[src/rtl/core/tile_color_statistics_defines.svh]
// Assertion macros shared by the tile color statistics RTL.
`ifndef TILE_COLOR_STATISTICS_DEFINES_SVH
`define TILE_COLOR_STATISTICS_DEFINES_SVH

// Condition must hold at every clock edge outside reset.
`define TCS_ASSERT_ALWAYS(name, clk, rstn, cond, msg) \
    name: assert property (@(posedge clk) disable iff (!rstn) (cond)) \
        else $error(msg);

// Antecedent implies consequent in the same cycle, outside reset.
`define TCS_ASSERT_IMPLY(name, clk, rstn, ante, cons, msg) \
    name: assert property (@(posedge clk) disable iff (!rstn) (ante) |-> (cons)) \
        else $error(msg);

`endif

[src/rtl/core/tcs_pkg.sv]
// Shared types, widths and register indexes of the tile color statistics block.
package tcs_pkg;

    localparam int NUM_COLORS_DEF    = 64;
    localparam int MAX_CELL_SIZE_DEF = 16;

    localparam int PIX_W      = 6;
    localparam int SIZE_W     = 5;
    localparam int CFG_W      = 6;
    localparam int CFG_IDX_W  = 2;
    localparam int PCNT_W     = 9;
    localparam int CCNT_W     = 5;
    localparam int NCOL_W     = 7;
    localparam int SUM_W      = 24;
    localparam int MASK_W     = 64;
    localparam int S_TDATA_W  = 8;
    localparam int M_TDATA_W  = 128;

    localparam logic [SUM_W-1:0] SUM_MAX = '1;

    localparam logic [CFG_IDX_W-1:0] REG_BACKGROUND  = 2'd0;
    localparam logic [CFG_IDX_W-1:0] REG_CELL_WIDTH  = 2'd1;
    localparam logic [CFG_IDX_W-1:0] REG_CELL_HEIGHT = 2'd2;

    localparam logic [SIZE_W-1:0] CELL_SIZE_RESET = 5'd8;

    // Commands from the controller to the datapath.
    typedef struct packed {
        logic pix_accept;
        logic pix_write;
        logic cell_stats;
        logic emit_read;
        logic emit_load;
        logic empty_load;
    } tcs_cmd_t;

    // Status from the datapath to the controller.
    typedef struct packed {
        logic cell_end;
        logic cell_empty;
        logic out_free;
        logic emit_last;
    } tcs_status_t;

endpackage

[src/rtl/core/tcs_ram.sv]
// Generic single-write, single-read RAM with registered read data.
module tcs_ram #(
    parameter int WIDTH = 8,
    parameter int DEPTH = 64
) (
    input  logic                     aclk,
    input  logic                     we,
    input  logic [$clog2(DEPTH)-1:0] waddr,
    input  logic [WIDTH-1:0]         wdata,
    input  logic                     re,
    input  logic [$clog2(DEPTH)-1:0] raddr,
    output logic [WIDTH-1:0]         rdata
);

    logic [WIDTH-1:0] mem [DEPTH];
    logic [WIDTH-1:0] rdata_reg;

    always_ff @(posedge aclk) begin
        if (we) begin
            mem[waddr] <= wdata;
        end
        if (re) begin
            rdata_reg <= mem[raddr];
        end
    end

    assign rdata = rdata_reg;

endmodule

[src/rtl/core/tcs_ctrl.sv]
// Controller: sequences pixel update, cell statistics and per-color emission.
module tcs_ctrl (
    input  logic                 aclk,
    input  logic                 aresetn,
    input  logic                 s_tvalid,
    output logic                 s_tready,
    input  tcs_pkg::tcs_status_t status,
    output tcs_pkg::tcs_cmd_t    cmd
);

    import tcs_pkg::*;

    typedef enum logic [5:0] {
        ST_IDLE     = 6'b000001,
        ST_PIX_WR   = 6'b000010,
        ST_STATS    = 6'b000100,
        ST_EMIT_RD  = 6'b001000,
        ST_EMIT_OUT = 6'b010000,
        ST_EMPTY    = 6'b100000
    } state_t;

    state_t state_reg;
    state_t state_next;

    always_comb begin
        state_next = state_reg;
        cmd        = '0;
        unique case (state_reg)
            ST_IDLE: begin
                cmd.pix_accept = s_tvalid;
                if (s_tvalid) begin
                    state_next = ST_PIX_WR;
                end
            end
            ST_PIX_WR: begin
                cmd.pix_write = 1'b1;
                state_next    = status.cell_end ? ST_STATS : ST_IDLE;
            end
            ST_STATS: begin
                cmd.cell_stats = 1'b1;
                state_next     = status.cell_empty ? ST_EMPTY : ST_EMIT_RD;
            end
            ST_EMIT_RD: begin
                cmd.emit_read = 1'b1;
                state_next    = ST_EMIT_OUT;
            end
            ST_EMIT_OUT: begin
                // hold until the output register frees up
                if (status.out_free) begin
                    cmd.emit_load = 1'b1;
                    state_next    = status.emit_last ? ST_IDLE : ST_EMIT_RD;
                end
            end
            ST_EMPTY: begin
                if (status.out_free) begin
                    cmd.empty_load = 1'b1;
                    state_next     = ST_IDLE;
                end
            end
            default: begin
                state_next = ST_IDLE;
            end
        endcase
    end

    always_ff @(posedge aclk) begin
        if (!aresetn) begin
            state_reg <= ST_IDLE;
        end else begin
            state_reg <= state_next;
        end
    end

    assign s_tready = (state_reg == ST_IDLE);

endmodule

[src/rtl/core/tcs_datapath.sv]
// Datapath: configuration, cell counters, presence masks, histogram RAM, output register.
`include "tile_color_statistics_defines.svh"

module tcs_datapath #(
    parameter int NUM_COLORS    = tcs_pkg::NUM_COLORS_DEF,
    parameter int MAX_CELL_SIZE = tcs_pkg::MAX_CELL_SIZE_DEF
) (
    input  logic                            aclk,
    input  logic                            aresetn,
    input  logic                            cfg_wr_en,
    input  logic [tcs_pkg::CFG_IDX_W-1:0]   cfg_addr,
    input  logic [tcs_pkg::CFG_W-1:0]       cfg_wdata,
    input  logic [tcs_pkg::S_TDATA_W-1:0]   s_tdata,
    input  logic                            s_tuser,
    output logic                            m_tvalid,
    input  logic                            m_tready,
    output logic [tcs_pkg::M_TDATA_W-1:0]   m_tdata,
    output logic                            m_tuser,
    output logic                            m_tlast,
    input  tcs_pkg::tcs_cmd_t               cmd,
    output tcs_pkg::tcs_status_t            status
);

    import tcs_pkg::*;

    localparam int AW    = $clog2(NUM_COLORS);
    localparam int CNT_W = (MAX_CELL_SIZE > 1) ? $clog2(MAX_CELL_SIZE) : 1;
    localparam int RAM_W = PCNT_W + CCNT_W;
    localparam int PAD_W = M_TDATA_W - (PIX_W + PCNT_W + CCNT_W + 2 * NCOL_W + SUM_W + MASK_W);

    // configuration
    logic [PIX_W-1:0]  bg_reg;
    logic [SIZE_W-1:0] width_reg;
    logic [SIZE_W-1:0] height_reg;

    // cell and image state
    logic [CNT_W-1:0]      row_reg, row_next;
    logic [CNT_W-1:0]      colc_reg, colc_next;
    logic [NUM_COLORS-1:0] col_pres_reg, col_pres_next;
    logic [NUM_COLORS-1:0] cell_pres_reg, cell_pres_next;
    logic [NCOL_W-1:0]     cell_cnt_reg, cell_cnt_next;
    logic [NUM_COLORS-1:0] img_pres_reg, img_pres_next;
    logic [NCOL_W-1:0]     max_reg, max_next;
    logic [SUM_W-1:0]      sum_reg, sum_next;

    // per-pixel and per-color working registers
    logic          counted_reg, new_cell_reg, new_col_reg, cell_end_reg;
    logic [AW-1:0] pix_idx_reg;
    logic [AW-1:0] emit_color_reg;
    logic          emit_last_reg;

    // output register
    logic              out_valid_reg;
    logic [PIX_W-1:0]  out_color_reg;
    logic              out_cvalid_reg;
    logic [PCNT_W-1:0] out_pix_reg;
    logic [CCNT_W-1:0] out_col_reg;
    logic [NCOL_W-1:0] out_ccount_reg;
    logic [NCOL_W-1:0] out_max_reg;
    logic [SUM_W-1:0]  out_sum_reg;
    logic [MASK_W-1:0] out_mask_reg;
    logic              out_last_reg;

    // pixel intake logic
    logic [PIX_W-1:0]      pix;
    logic [AW-1:0]         pix_addr;
    logic                  clr;
    logic                  counted;
    logic [NUM_COLORS-1:0] pix_bit;
    logic [NUM_COLORS-1:0] cell_base, col_base;
    logic [NCOL_W-1:0]     cnt_base;
    logic [CNT_W-1:0]      row_base, colc_base;
    logic                  new_cell, new_col;
    logic [SIZE_W-1:0]     w_eff, h_eff;
    logic                  row_end, cell_end;

    // emission logic
    logic [NUM_COLORS-1:0] iso;
    logic [AW-1:0]         low_idx;
    logic [SUM_W:0]        sum_ext;

    // RAM
    logic             ram_we, ram_re;
    logic [AW-1:0]    ram_raddr;
    logic [RAM_W-1:0] ram_wdata, ram_rdata;
    logic [PCNT_W-1:0] old_pix;
    logic [CCNT_W-1:0] old_col;

    function automatic logic [SIZE_W-1:0] clamp_size(input logic [SIZE_W-1:0] v);
        logic [SIZE_W-1:0] r;
        if (v == '0) begin
            r = SIZE_W'(1);
        end else if (v > SIZE_W'(MAX_CELL_SIZE)) begin
            r = SIZE_W'(MAX_CELL_SIZE);
        end else begin
            r = v;
        end
        return r;
    endfunction

    assign w_eff = clamp_size(width_reg);
    assign h_eff = clamp_size(height_reg);

    assign pix      = s_tdata[PIX_W-1:0];
    assign pix_addr = pix[AW-1:0];
    assign clr      = s_tuser;
    assign counted  = (pix != bg_reg) && (7'(pix) < 7'(NUM_COLORS));
    assign pix_bit  = counted ? (NUM_COLORS'(1) << pix_addr) : '0;

    // image start drops the partial cell before this pixel is counted
    assign cell_base = clr ? '0 : cell_pres_reg;
    assign col_base  = clr ? '0 : col_pres_reg;
    assign cnt_base  = clr ? '0 : cell_cnt_reg;
    assign row_base  = clr ? '0 : row_reg;
    assign colc_base = clr ? '0 : colc_reg;

    assign new_cell = counted && !cell_base[pix_addr];
    assign new_col  = counted && !col_base[pix_addr];
    assign row_end  = !((6'(row_base) + 6'd1) < 6'(h_eff));
    assign cell_end = row_end && !((6'(colc_base) + 6'd1) < 6'(w_eff));

    // lowest pending color of the cell
    assign iso = cell_pres_reg & (~cell_pres_reg + NUM_COLORS'(1));

    always_comb begin
        low_idx = '0;
        for (int i = 0; i < NUM_COLORS; i++) begin
            if (iso[i]) begin
                low_idx = low_idx | AW'(i);
            end
        end
    end

    assign sum_ext = {1'b0, sum_reg} + (SUM_W + 1)'(cell_cnt_reg);

    // next state of the cell and image registers
    always_comb begin
        row_next       = row_reg;
        colc_next      = colc_reg;
        col_pres_next  = col_pres_reg;
        cell_pres_next = cell_pres_reg;
        cell_cnt_next  = cell_cnt_reg;
        img_pres_next  = img_pres_reg;
        max_next       = max_reg;
        sum_next       = sum_reg;
        if (cmd.pix_accept) begin
            cell_pres_next = cell_base | pix_bit;
            col_pres_next  = row_end ? '0 : (col_base | pix_bit);
            cell_cnt_next  = cnt_base + NCOL_W'(new_cell);
            row_next       = row_end ? '0 : row_base + CNT_W'(1);
            if (row_end) begin
                colc_next = cell_end ? '0 : colc_base + CNT_W'(1);
            end else begin
                colc_next = colc_base;
            end
            if (clr) begin
                img_pres_next = '0;
                max_next      = '0;
                sum_next      = '0;
            end
        end
        if (cmd.cell_stats) begin
            max_next      = (cell_cnt_reg > max_reg) ? cell_cnt_reg : max_reg;
            sum_next      = sum_ext[SUM_W] ? SUM_MAX : sum_ext[SUM_W-1:0];
            img_pres_next = img_pres_reg | cell_pres_reg;
        end
        if (cmd.emit_read) begin
            // drop the emitted color from the pending set
            cell_pres_next = cell_pres_reg & ~iso;
        end
        if (cmd.emit_load && emit_last_reg) begin
            cell_cnt_next = '0;
        end
    end

    always_ff @(posedge aclk) begin
        if (!aresetn) begin
            bg_reg        <= '0;
            width_reg     <= CELL_SIZE_RESET;
            height_reg    <= CELL_SIZE_RESET;
            row_reg       <= '0;
            colc_reg      <= '0;
            col_pres_reg  <= '0;
            cell_pres_reg <= '0;
            cell_cnt_reg  <= '0;
            img_pres_reg  <= '0;
            max_reg       <= '0;
            sum_reg       <= '0;
            counted_reg   <= 1'b0;
            new_cell_reg  <= 1'b0;
            new_col_reg   <= 1'b0;
            cell_end_reg  <= 1'b0;
            emit_last_reg <= 1'b0;
            out_valid_reg <= 1'b0;
        end else begin
            if (cfg_wr_en) begin
                unique case (cfg_addr)
                    REG_BACKGROUND:  bg_reg     <= cfg_wdata;
                    REG_CELL_WIDTH:  width_reg  <= cfg_wdata[SIZE_W-1:0];
                    REG_CELL_HEIGHT: height_reg <= cfg_wdata[SIZE_W-1:0];
                    default: begin
                    end
                endcase
            end
            row_reg       <= row_next;
            colc_reg      <= colc_next;
            col_pres_reg  <= col_pres_next;
            cell_pres_reg <= cell_pres_next;
            cell_cnt_reg  <= cell_cnt_next;
            img_pres_reg  <= img_pres_next;
            max_reg       <= max_next;
            sum_reg       <= sum_next;
            if (cmd.pix_accept) begin
                counted_reg  <= counted;
                new_cell_reg <= new_cell;
                new_col_reg  <= new_col;
                cell_end_reg <= cell_end;
            end
            if (cmd.emit_read) begin
                emit_last_reg <= ((cell_pres_reg & ~iso) == '0);
            end
            if (cmd.emit_load || cmd.empty_load) begin
                out_valid_reg <= 1'b1;
            end else if (m_tready) begin
                out_valid_reg <= 1'b0;
            end
        end
    end

    // payload registers
    always_ff @(posedge aclk) begin
        if (cmd.pix_accept) begin
            pix_idx_reg <= pix_addr;
        end
        if (cmd.emit_read) begin
            emit_color_reg <= low_idx;
        end
        if (cmd.emit_load) begin
            out_color_reg  <= PIX_W'(emit_color_reg);
            out_cvalid_reg <= 1'b1;
            out_pix_reg    <= ram_rdata[RAM_W-1:CCNT_W];
            out_col_reg    <= ram_rdata[CCNT_W-1:0];
            out_ccount_reg <= cell_cnt_reg;
            out_max_reg    <= max_reg;
            out_sum_reg    <= sum_reg;
            out_mask_reg   <= MASK_W'(img_pres_reg);
            out_last_reg   <= emit_last_reg;
        end else if (cmd.empty_load) begin
            out_color_reg  <= '0;
            out_cvalid_reg <= 1'b0;
            out_pix_reg    <= '0;
            out_col_reg    <= '0;
            out_ccount_reg <= '0;
            out_max_reg    <= max_reg;
            out_sum_reg    <= sum_reg;
            out_mask_reg   <= MASK_W'(img_pres_reg);
            out_last_reg   <= 1'b1;
        end
    end

    // histogram RAM: read on intake or emission, write back in the cycle after intake
    assign old_pix   = ram_rdata[RAM_W-1:CCNT_W];
    assign old_col   = ram_rdata[CCNT_W-1:0];
    assign ram_re    = cmd.pix_accept || cmd.emit_read;
    assign ram_raddr = cmd.emit_read ? low_idx : pix_addr;
    assign ram_we    = cmd.pix_write && counted_reg;

    always_comb begin
        if (new_cell_reg) begin
            // entry is stale until the color enters the cell
            ram_wdata = {PCNT_W'(1), CCNT_W'(1)};
        end else begin
            ram_wdata = {(old_pix == '1) ? old_pix : old_pix + PCNT_W'(1),
                         (new_col_reg && old_col != '1) ? old_col + CCNT_W'(1) : old_col};
        end
    end

    tcs_ram #(
        .WIDTH (RAM_W),
        .DEPTH (NUM_COLORS)
    ) u_hist_ram (
        .aclk  (aclk),
        .we    (ram_we),
        .waddr (pix_idx_reg),
        .wdata (ram_wdata),
        .re    (ram_re),
        .raddr (ram_raddr),
        .rdata (ram_rdata)
    );

    assign status.cell_end   = cell_end_reg;
    assign status.cell_empty = (cell_cnt_reg == '0);
    assign status.out_free   = !out_valid_reg || m_tready;
    assign status.emit_last  = emit_last_reg;

    assign m_tvalid = out_valid_reg;
    assign m_tuser  = out_cvalid_reg;
    assign m_tlast  = out_last_reg;
    assign m_tdata  = {PAD_W'(0), out_mask_reg, out_sum_reg, out_max_reg, out_ccount_reg,
                       out_col_reg, out_pix_reg, out_color_reg};

    `TCS_ASSERT_ALWAYS(a_cnt_covers_pending, aclk, aresetn,
        cell_cnt_reg >= NCOL_W'($countones(cell_pres_reg)),
        "cell color count below pending colors")

    `TCS_ASSERT_IMPLY(a_pix_ge_col, aclk, aresetn, out_valid_reg && out_cvalid_reg,
        (out_pix_reg >= PCNT_W'(out_col_reg)) && (out_col_reg != '0),
        "column count inconsistent with pixel count")

    `TCS_ASSERT_IMPLY(a_max_ge_cell, aclk, aresetn, out_valid_reg,
        out_max_reg >= out_ccount_reg,
        "running maximum below cell color count")

endmodule

[src/rtl/core/tile_color_statistics.sv]
// Pixel intake: accept a pixel while reading its histogram RAM entry, then write the updated entry back.
// Cell end: a statistics step, then per present color a RAM read and an output load,
// or one empty-cell result for an empty cell; each load waits for a free output register.
// Intake resumes once the last result sits in the output register.
// Reset (aresetn low, synchronous) clears counters, masks, statistics and config to defaults;
// histogram RAM is not cleared, entries are qualified by the cell presence mask.
module tile_color_statistics #(
    parameter int NUM_COLORS    = tcs_pkg::NUM_COLORS_DEF,
    parameter int MAX_CELL_SIZE = tcs_pkg::MAX_CELL_SIZE_DEF
) (
    input  logic                          aclk,
    input  logic                          aresetn,
    input  logic                          cfg_wr_en,
    input  logic [tcs_pkg::CFG_IDX_W-1:0] cfg_addr,
    input  logic [tcs_pkg::CFG_W-1:0]     cfg_wdata,
    input  logic                          s_tvalid,
    output logic                          s_tready,
    input  logic [tcs_pkg::S_TDATA_W-1:0] s_tdata,   // pixel_color
    input  logic                          s_tuser,   // image_start
    output logic                          m_tvalid,
    input  logic                          m_tready,
    // color, pixel_count, column_count, cell_color_count, max_colors_so_far,
    // colors_sum_so_far, image_color_mask
    output logic [tcs_pkg::M_TDATA_W-1:0] m_tdata,
    output logic                          m_tuser,   // color_valid
    output logic                          m_tlast
);

    import tcs_pkg::*;

    tcs_cmd_t    cmd;
    tcs_status_t status;

    tcs_ctrl u_ctrl (
        .aclk     (aclk),
        .aresetn  (aresetn),
        .s_tvalid (s_tvalid),
        .s_tready (s_tready),
        .status   (status),
        .cmd      (cmd)
    );

    tcs_datapath #(
        .NUM_COLORS    (NUM_COLORS),
        .MAX_CELL_SIZE (MAX_CELL_SIZE)
    ) u_datapath (
        .aclk      (aclk),
        .aresetn   (aresetn),
        .cfg_wr_en (cfg_wr_en),
        .cfg_addr  (cfg_addr),
        .cfg_wdata (cfg_wdata),
        .s_tdata   (s_tdata),
        .s_tuser   (s_tuser),
        .m_tvalid  (m_tvalid),
        .m_tready  (m_tready),
        .m_tdata   (m_tdata),
        .m_tuser   (m_tuser),
        .m_tlast   (m_tlast),
        .cmd       (cmd),
        .status    (status)
    );

endmodule
[config.mk]
export PLATFORM = sky130hd
export DESIGN_NAME = tile_color_statistics
export DESIGN_NICKNAME = d
export VERILOG_FILES = /design/src/rtl/core/tcs_pkg.sv /design/src/rtl/core/tcs_ram.sv /design/src/rtl/core/tcs_ctrl.sv /design/src/rtl/core/tcs_datapath.sv /design/src/rtl/core/tile_color_statistics.sv
export VERILOG_INCLUDE_DIRS = /design/src /design/src/rtl/core
export SDC_FILE = /design/constraint.sdc
export NUM_CORES = 2
export LEC_CHECK = 0
export BUFFER_PORTS_ARGS = -buffer_cell sky130_fd_sc_hd__buf_2
export CAP_MARGIN = 15
export CORE_MARGIN = 1.5
export CORE_UTILIZATION = 42
export DETAILED_ROUTE_END_ITERATION = 8
export GPL_TIMING_DRIVEN = 0
export PLACE_DENSITY = 0.57
export SLEW_MARGIN = 20
export SYNTH_ARGS = -nofsm -noshare
export SYNTH_HDL_FRONTEND = slang
export SYNTH_SLANG_ARGS = --single-unit
[constraint.sdc]
create_clock -name aclk -period 8.7 [get_ports aclk]
set_input_delay 0 -clock aclk [delete_from_list [all_inputs] [get_ports aclk]]
set_output_delay 0 -clock aclk [all_outputs]
set_load 0.02 [all_outputs]
# After elaboration in Yosys (flattened, before gate mapping)
# Memories as Yosys holds them, arrays and structs flattened. A register that Yosys moved wholly into a read port is not among the register bits.
# Cells that the tools add are included.
# op_classes
addsub	9
multipliers	0
div	0
magnitude_cmp	6
n_eq_ne	22
shift	1
n_mux	181
bitwise	8
n_reduce_logical	30
# ops
op	count
64-bit 2-to-1 mux	13
6-bit 2-to-1 mux	48
24-bit 2-to-1 mux	8
64-bit bitwise OR	3
5-bit 2-to-1 mux	36
64-bit AND	2
64-bit inverter	2
7-bit 2-to-1 mux	12
64-bit by 1-bit adder with 64-bit output, second input constant	1
64-bit zero test	1
1-bit by 6-bit << shifter with 64-bit output, first input constant	1
4-bit 2-to-1 mux	15
9-bit 2-to-1 mux	4
6-bit case mux with 6 select lines	1
1-bit 2-to-1 mux	34
24-bit by 7-bit adder with 25-bit output	1
3-bit 2-to-1 mux	5
14-bit 2-to-1 mux	1
2-bit by 1-bit inequality test with 1-bit output, second input constant	7
1-bit binary-select mux with 6-bit select	2
6-bit by 5-bit < comparator with 1-bit output	2
4-bit by 1-bit adder with 5-bit output, second input constant	2
5-bit > comparator, second input constant	2
5-bit zero test	2
other kinds (30)	52
# word_totals
regBits	402
latchBits	0
ramBits	896
mem_bits_ro	0
inputBits	22
memories	1
# memory_table
name	words	word_bits	read_ports	rd_ports_with_merged_regs	write_ports	line_no	source
u_datapath.u_hist_ram.mem	64	14	1	1	1	tcs_ram.sv:15	logic [WIDTH-1:0] mem [DEPTH];

# Logic depth before layout (Yosys ltp)
# logic_depth
word_depth	67
mapped_depth	19

# Cells and area by module
# Synthesis repeated with hierarchy kept, for this count alone.
# unflattened
hier_cells	3547
hier_area_um2	54143.2
# modules_own_cells
mod	n_inst	cells_each	area_per_inst_um2	seq_area_each_um2
tcs_ram	1	1571	35018.6	27326.2
tcs_datapath	1	1928	18701.7	9278.9
tcs_ctrl	1	48	422.9	120.1

# Least setup slack after synthesis
# OpenSTA, ideal clock, no wires.
# synth_path
path_type	flip-flop to flip-flop
start	register u_ctrl.state_reg[1]
end	register u_datapath.out_last_reg, in the netlist u_datapath.m_tlast, enable pin
setup_time_ps	606
arrival_time_ps	5947
t_required_ps	8094
slack_ps	2147
path_stages_with_launch	4
path_cell_list	dfxtp_1 nor4_1 nand2_1 nor2_1
# synth_via
elab_chain_len	3
elab_cells_between_ends	5
classes_between	eq/ne: 2; mux: 2; reduce/logical: 1
# synth_lines
item	line_no	source
start: declaration	tcs_ctrl.sv:22	state_t state_reg;
start signal: assignment	tcs_ctrl.sv:70	state_reg <= state_next;
6-bit == test or 6-bit by 5-bit == test with 1-bit output (tied branches)	tcs_ctrl.sv:28	unique case (state_reg)
1-bit 2-to-1 mux	tcs_ctrl.sv:28	
2-bit nonzero test (no line) (*)	n/a	
end signal: assignment	tcs_datapath.sv:247	out_last_reg <= emit_last_reg;
end: declaration	tcs_datapath.sv:62	logic out_last_reg;
# Every way passes the cells marked *; elsewhere a longest branch is shown, timed or not.
# A chain may end at the register's enable or synchronous reset.

# Worst setup path in the final report
# layout_path
start	register u_datapath.cell_pres_reg[30]
end	register u_datapath.u_hist_ram.rdata_reg[6], in the netlist u_datapath.u_hist_ram.rdata[6] (read register of u_datapath.u_hist_ram.mem) (data pin)
# layout_via
elab_chain_len	38
# layout_lines
item	line_no	source
start: declaration	tcs_datapath.sv:40	logic [NUM_COLORS-1:0] cell_pres_reg, cell_pres_next;
start signal: assignment	tcs_datapath.sv:208	cell_pres_reg <= cell_pres_next;
64-bit inverter	tcs_datapath.sv:123	assign iso = cell_pres_reg & (~cell_pres_reg + NUM_COLORS'(1));
64-bit by 1-bit adder with 64-bit output	tcs_datapath.sv:123	
64-bit AND (*)	tcs_datapath.sv:123	
5-bit 2-to-1 mux (2 in a row)	tcs_datapath.sv:128	if (iso[i]) begin
6-bit 2-to-1 mux (31 in a row)	tcs_datapath.sv:128	
6-bit 2-to-1 mux (*)	tcs_datapath.sv:128	
6-bit 2-to-1 mux (*)	tcs_datapath.sv:265	assign ram_raddr = cmd.emit_read ? low_idx : pix_addr;
end: declaration	tcs_ram.sv:16	logic [WIDTH-1:0] rdata_reg;
# Marks and branches as above.

==> reports/qor.yml <==
setup_path:
  r2r_end: "u_datapath.u_hist_ram.rdata[6]$_DFFE_PP_"
  critical_path_arrival_ns: 8.83
  crit_type: "reg -> reg"
  r2r_cells: 17
  endpoint: "u_datapath.u_hist_ram.rdata[6]$_DFFE_PP_"
  crit_fanout: 10
  worstSetupEndpointType: "flop"
  crit-reg2reg-launch: "u_datapath.cell_pres_reg[30]$_SDFFE_PN0P_"
  critPathRequiredTime_ns: 9.25
  critPathLaunchType: "flop"
  r2r_slack_ns: 0.42
  startpoint: "u_datapath.cell_pres_reg[30]$_SDFFE_PN0P_"
global_route:
  grt_pass1_wl_mm: 303.1
  met3_usage_pct: 7.855
  grt.busiest_layer: "met2"
  grt_pass1_vias: 39930
  grt_util_met1_pct: 39.18
  grt_overflow_total: 0
  use_met2_pct: 50.19
  gr-usage-all-layers_pct: 31.84
  antenna_found_initial: 11
  grt_max_degree: 52
yosys:
  synthTopCellsByCount: "edfxtp_1 (1,045), nand2_1 (835), nor2_1 (344), nand3_1 (309), dfxtp_1 (267)"
  synthXorXnorAreaFrac_pct: 0.3782
  synth-compound-area-share_pct: 8.708
  yosysWarnings: 0
  ys_ff_latch: 1312
  synth.largest_area_cell: "edfxtp_1"
  synthSimpleGateAreaFrac_pct: 15.94
  synth_edf_count: 1045
  synth_fa_ha_area_share_pct: 0.6889
  async_flop_share_pct: 0
  seq_area_frac_synth_pct: 66.08
  synth_top_area_share_pct: 56.46
  synth_top_family_by_area: "simple AND/OR/NAND/NOR gates"
  netlist_top_cells_area: "edfxtp_1 (56%), dfxtp_1 (9.6%), nand2_1 (5.6%)"
  syn_area_sq_um: 55570
  synth_cells: 4695
  ys_types: 91
  muxShareOfSynthArea_pct: 5.203
  synth.most_common_cell: "edfxtp_1"
  synth.avg_cell_area_sq_um: 11.84
  ys.flop_type: "edfxtp_1"
final_layout:
  multi_input_area_sq_um: 17650
  syn_to_final_growth_pct: 17.55
  nFillCells: 11730
  regMostFlops: "u_datapath.u_hist_ram.mem"
  largest_reg_flops: 896
  layout.area.seq_sq_um: 36730
  final_layout_size_suffix_gt1_share_pct: 13.53
  fin_nets: 5160
  design_area_sq_um: 65330
  final_cells: 6985
placed_design:
  dpl-instance-area_sq_um: 60380
  place_inst: 6685
  post-dp-hpwl_mm: 151.8
  globalplace.congestion: 1.006
  portBuffers: 145
  place_ws_ns: 1.058
drt:
  detail_route.vias_per_cell: 6.090
  route.detailed.drc: 0
  wire_per_inst_um: 31.21
  vias: 42540
  wirelength_mm: 218.0
  ant_nets: 0
  dr.first_iter.drc_count: 5562
  drt-pass1-iter-count: 9
sta:
  fin_crit_ns: 8.277
  skew_ns: 0.04788
  layout_setup_ws_ns: 0.4226
  rsz0062_at_grt: "false"
  timing_max_transition_violations_final: 0
  period_share_pct: 95.14
  finalSetupViolations: 0
  fmax_mhz: 120.8
  slew_headroom_pct: 15.64
  tightest_slew_ns: 1.254
  hold_violations: 0
  tns_ns: 0
clock_tree:
  clock_latency_ns: 0.82
  cts_made_buffers: 142
  h-tree-depth: 4
  path_clk_slew_ns: 0.06
  cts_buffer_depth: 3
  cts_resized: 0
  cts.sinks: 1312
  ctsRootBufferMaster: "clkbuf_16"
  cts_tree: "built"
power_and_ir_drop:
  power_mw: 14.23
  sw_frac_of_total_pct: 25.38
  switchingPower_mw: 3.613
  powerDensity_nw_per_um2: 217.9
  vdd_ir_drop_max_mv: 0.1879
  seqPwrFrac_pct: 48.9
  clockPowerShare_pct: 42.0
  power_frac_comb_pct: 9.1
  leakagePower_nw: 23.39
  p_int_mw: 10.62
status:
  outcome: "finished, final reports clean"
worst_hold_path:
  min_path_cells: 4
  hold_class: "in -> reg"
die:
  dieHeight_um: 366.8
  die_area_sq_um: 134500
  start_util_pct: 42.27
  rows: 133
  ios: 154
  core_area_sq_um: 131500
  die_w_um: 366.8
run:
  maxCapViolations: 0
[per-layer routing]
metal	routed length [um]	part of all wire, %
met1	79930	37
met2	99420	46
met3	22820	10
met4	15770	7.2
met5	42	0.019
[cell usage in the layout, fill, tap and decap left out, drive strengths merged, types with 61 or more instances in the layout]
master / count
edfxtp: 1045
nand2: 835
buf: 375
clkbuf: 364
nor2: 349
nand3: 311
dfxtp: 267
mux2i: 248
a21oi: 219
o21ai: 167
nor4: 72
inv: 64
nor3: 61
[repair_timing]
item                                   CTS  global route
endpoints found under the hold margin   60             0
buffers inserted                         0             0
hold buffers                            34             0
[how the worst min path moves through the flow]
stage	start	to	slack, ns
final	cfg_wdata[2]	u_datapath.height_reg[2]$_SDFFE_PN0P_	0.03
after global routing	s_tdata[0]	u_datapath.pix_idx_reg[0]$_DFFE_PP_	0.02
after CTS	s_tdata[2]	u_datapath.pix_idx_reg[2]$_DFFE_PP_	0.01
after detailed placement	cfg_wdata[5]	u_datapath.bg_reg[5]$_SDFFE_PN0P_	0.26
after global placement	cfg_wdata[5]	u_datapath.bg_reg[5]$_SDFFE_PN0P_	0.24
after floorplan	s_tdata[0]	u_datapath.pix_idx_reg[0]$_DFFE_PP_	0.1
[final cells by class]
type | count | area share [%]
Tap cell | 1755 | 3.361
Buffer | 331 | 2.241
Timing Repair Buffer | 264 | 3.815
Inverter | 56 | 0.3218
Clock buffer | 178 | 5.753
Sequential cell | 1312 | 56.22
Clock inverter | 82 | 1.251
Multi-Input combinational cell | 3001 | 27.02
Antenna cell | 6 | 0.02298
[worst max-delay path: stages (launching register included)]
cell and delay (ns):
dfxtp_1 0.30, clkbuf_1 0.80, nor2_1 0.41, nand4_1 0.24
nor3_1 0.10, clkbuf_1 0.35, a221o_1 0.46, nor3_1 0.84
nand2_1 0.43, o21ai_2 0.40, buf_4 0.32, buf_2 0.38
clkbuf_1 0.78, clkbuf_1 0.98, nand3_1 0.17, nand3_1 0.15
nand4_1 0.46, and4_1 0.44
[power groups by stage]
| stage | Combinational, mW | Sequential, mW | Clock (mW) |
|---|---|---|---|
| detailed placement | 1.23 | 7.09 | 0 |
| global placement | 1.09 | 7.14 | 0 |
| finish | 1.30 | 6.96 | 5.98 |
| global route | 1.32 | 6.95 | 6.25 |
| CTS | 1.24 | 6.96 | 6.02 |
| floorplan | 0.553 | 7.10 | 0 |
[metrics by stage]
step / util [%] / hold slack, ns
2_1_floorplan: - / 0.09887
5_1_grt: 49.68 / 0.02460
4_1_cts: 49.67 / 0.009661
3_3_place_gp: 44.51 / 0.2423
6_report: 49.69 / 0.03435
3_5_place_dp: 45.93 / 0.2562
[logic make-up after synthesis]
group	count (synthesis)
AND/OR/NAND/NOR	1925
flip-flops	1312
AO/OA/AOI/OAI	747
buffers and inverters	387
multiplexers	269
adder cells (fa/ha/maj)	30
XOR/XNOR	24
other	1
No activity file was read; power rests on OpenSTA's default activity.
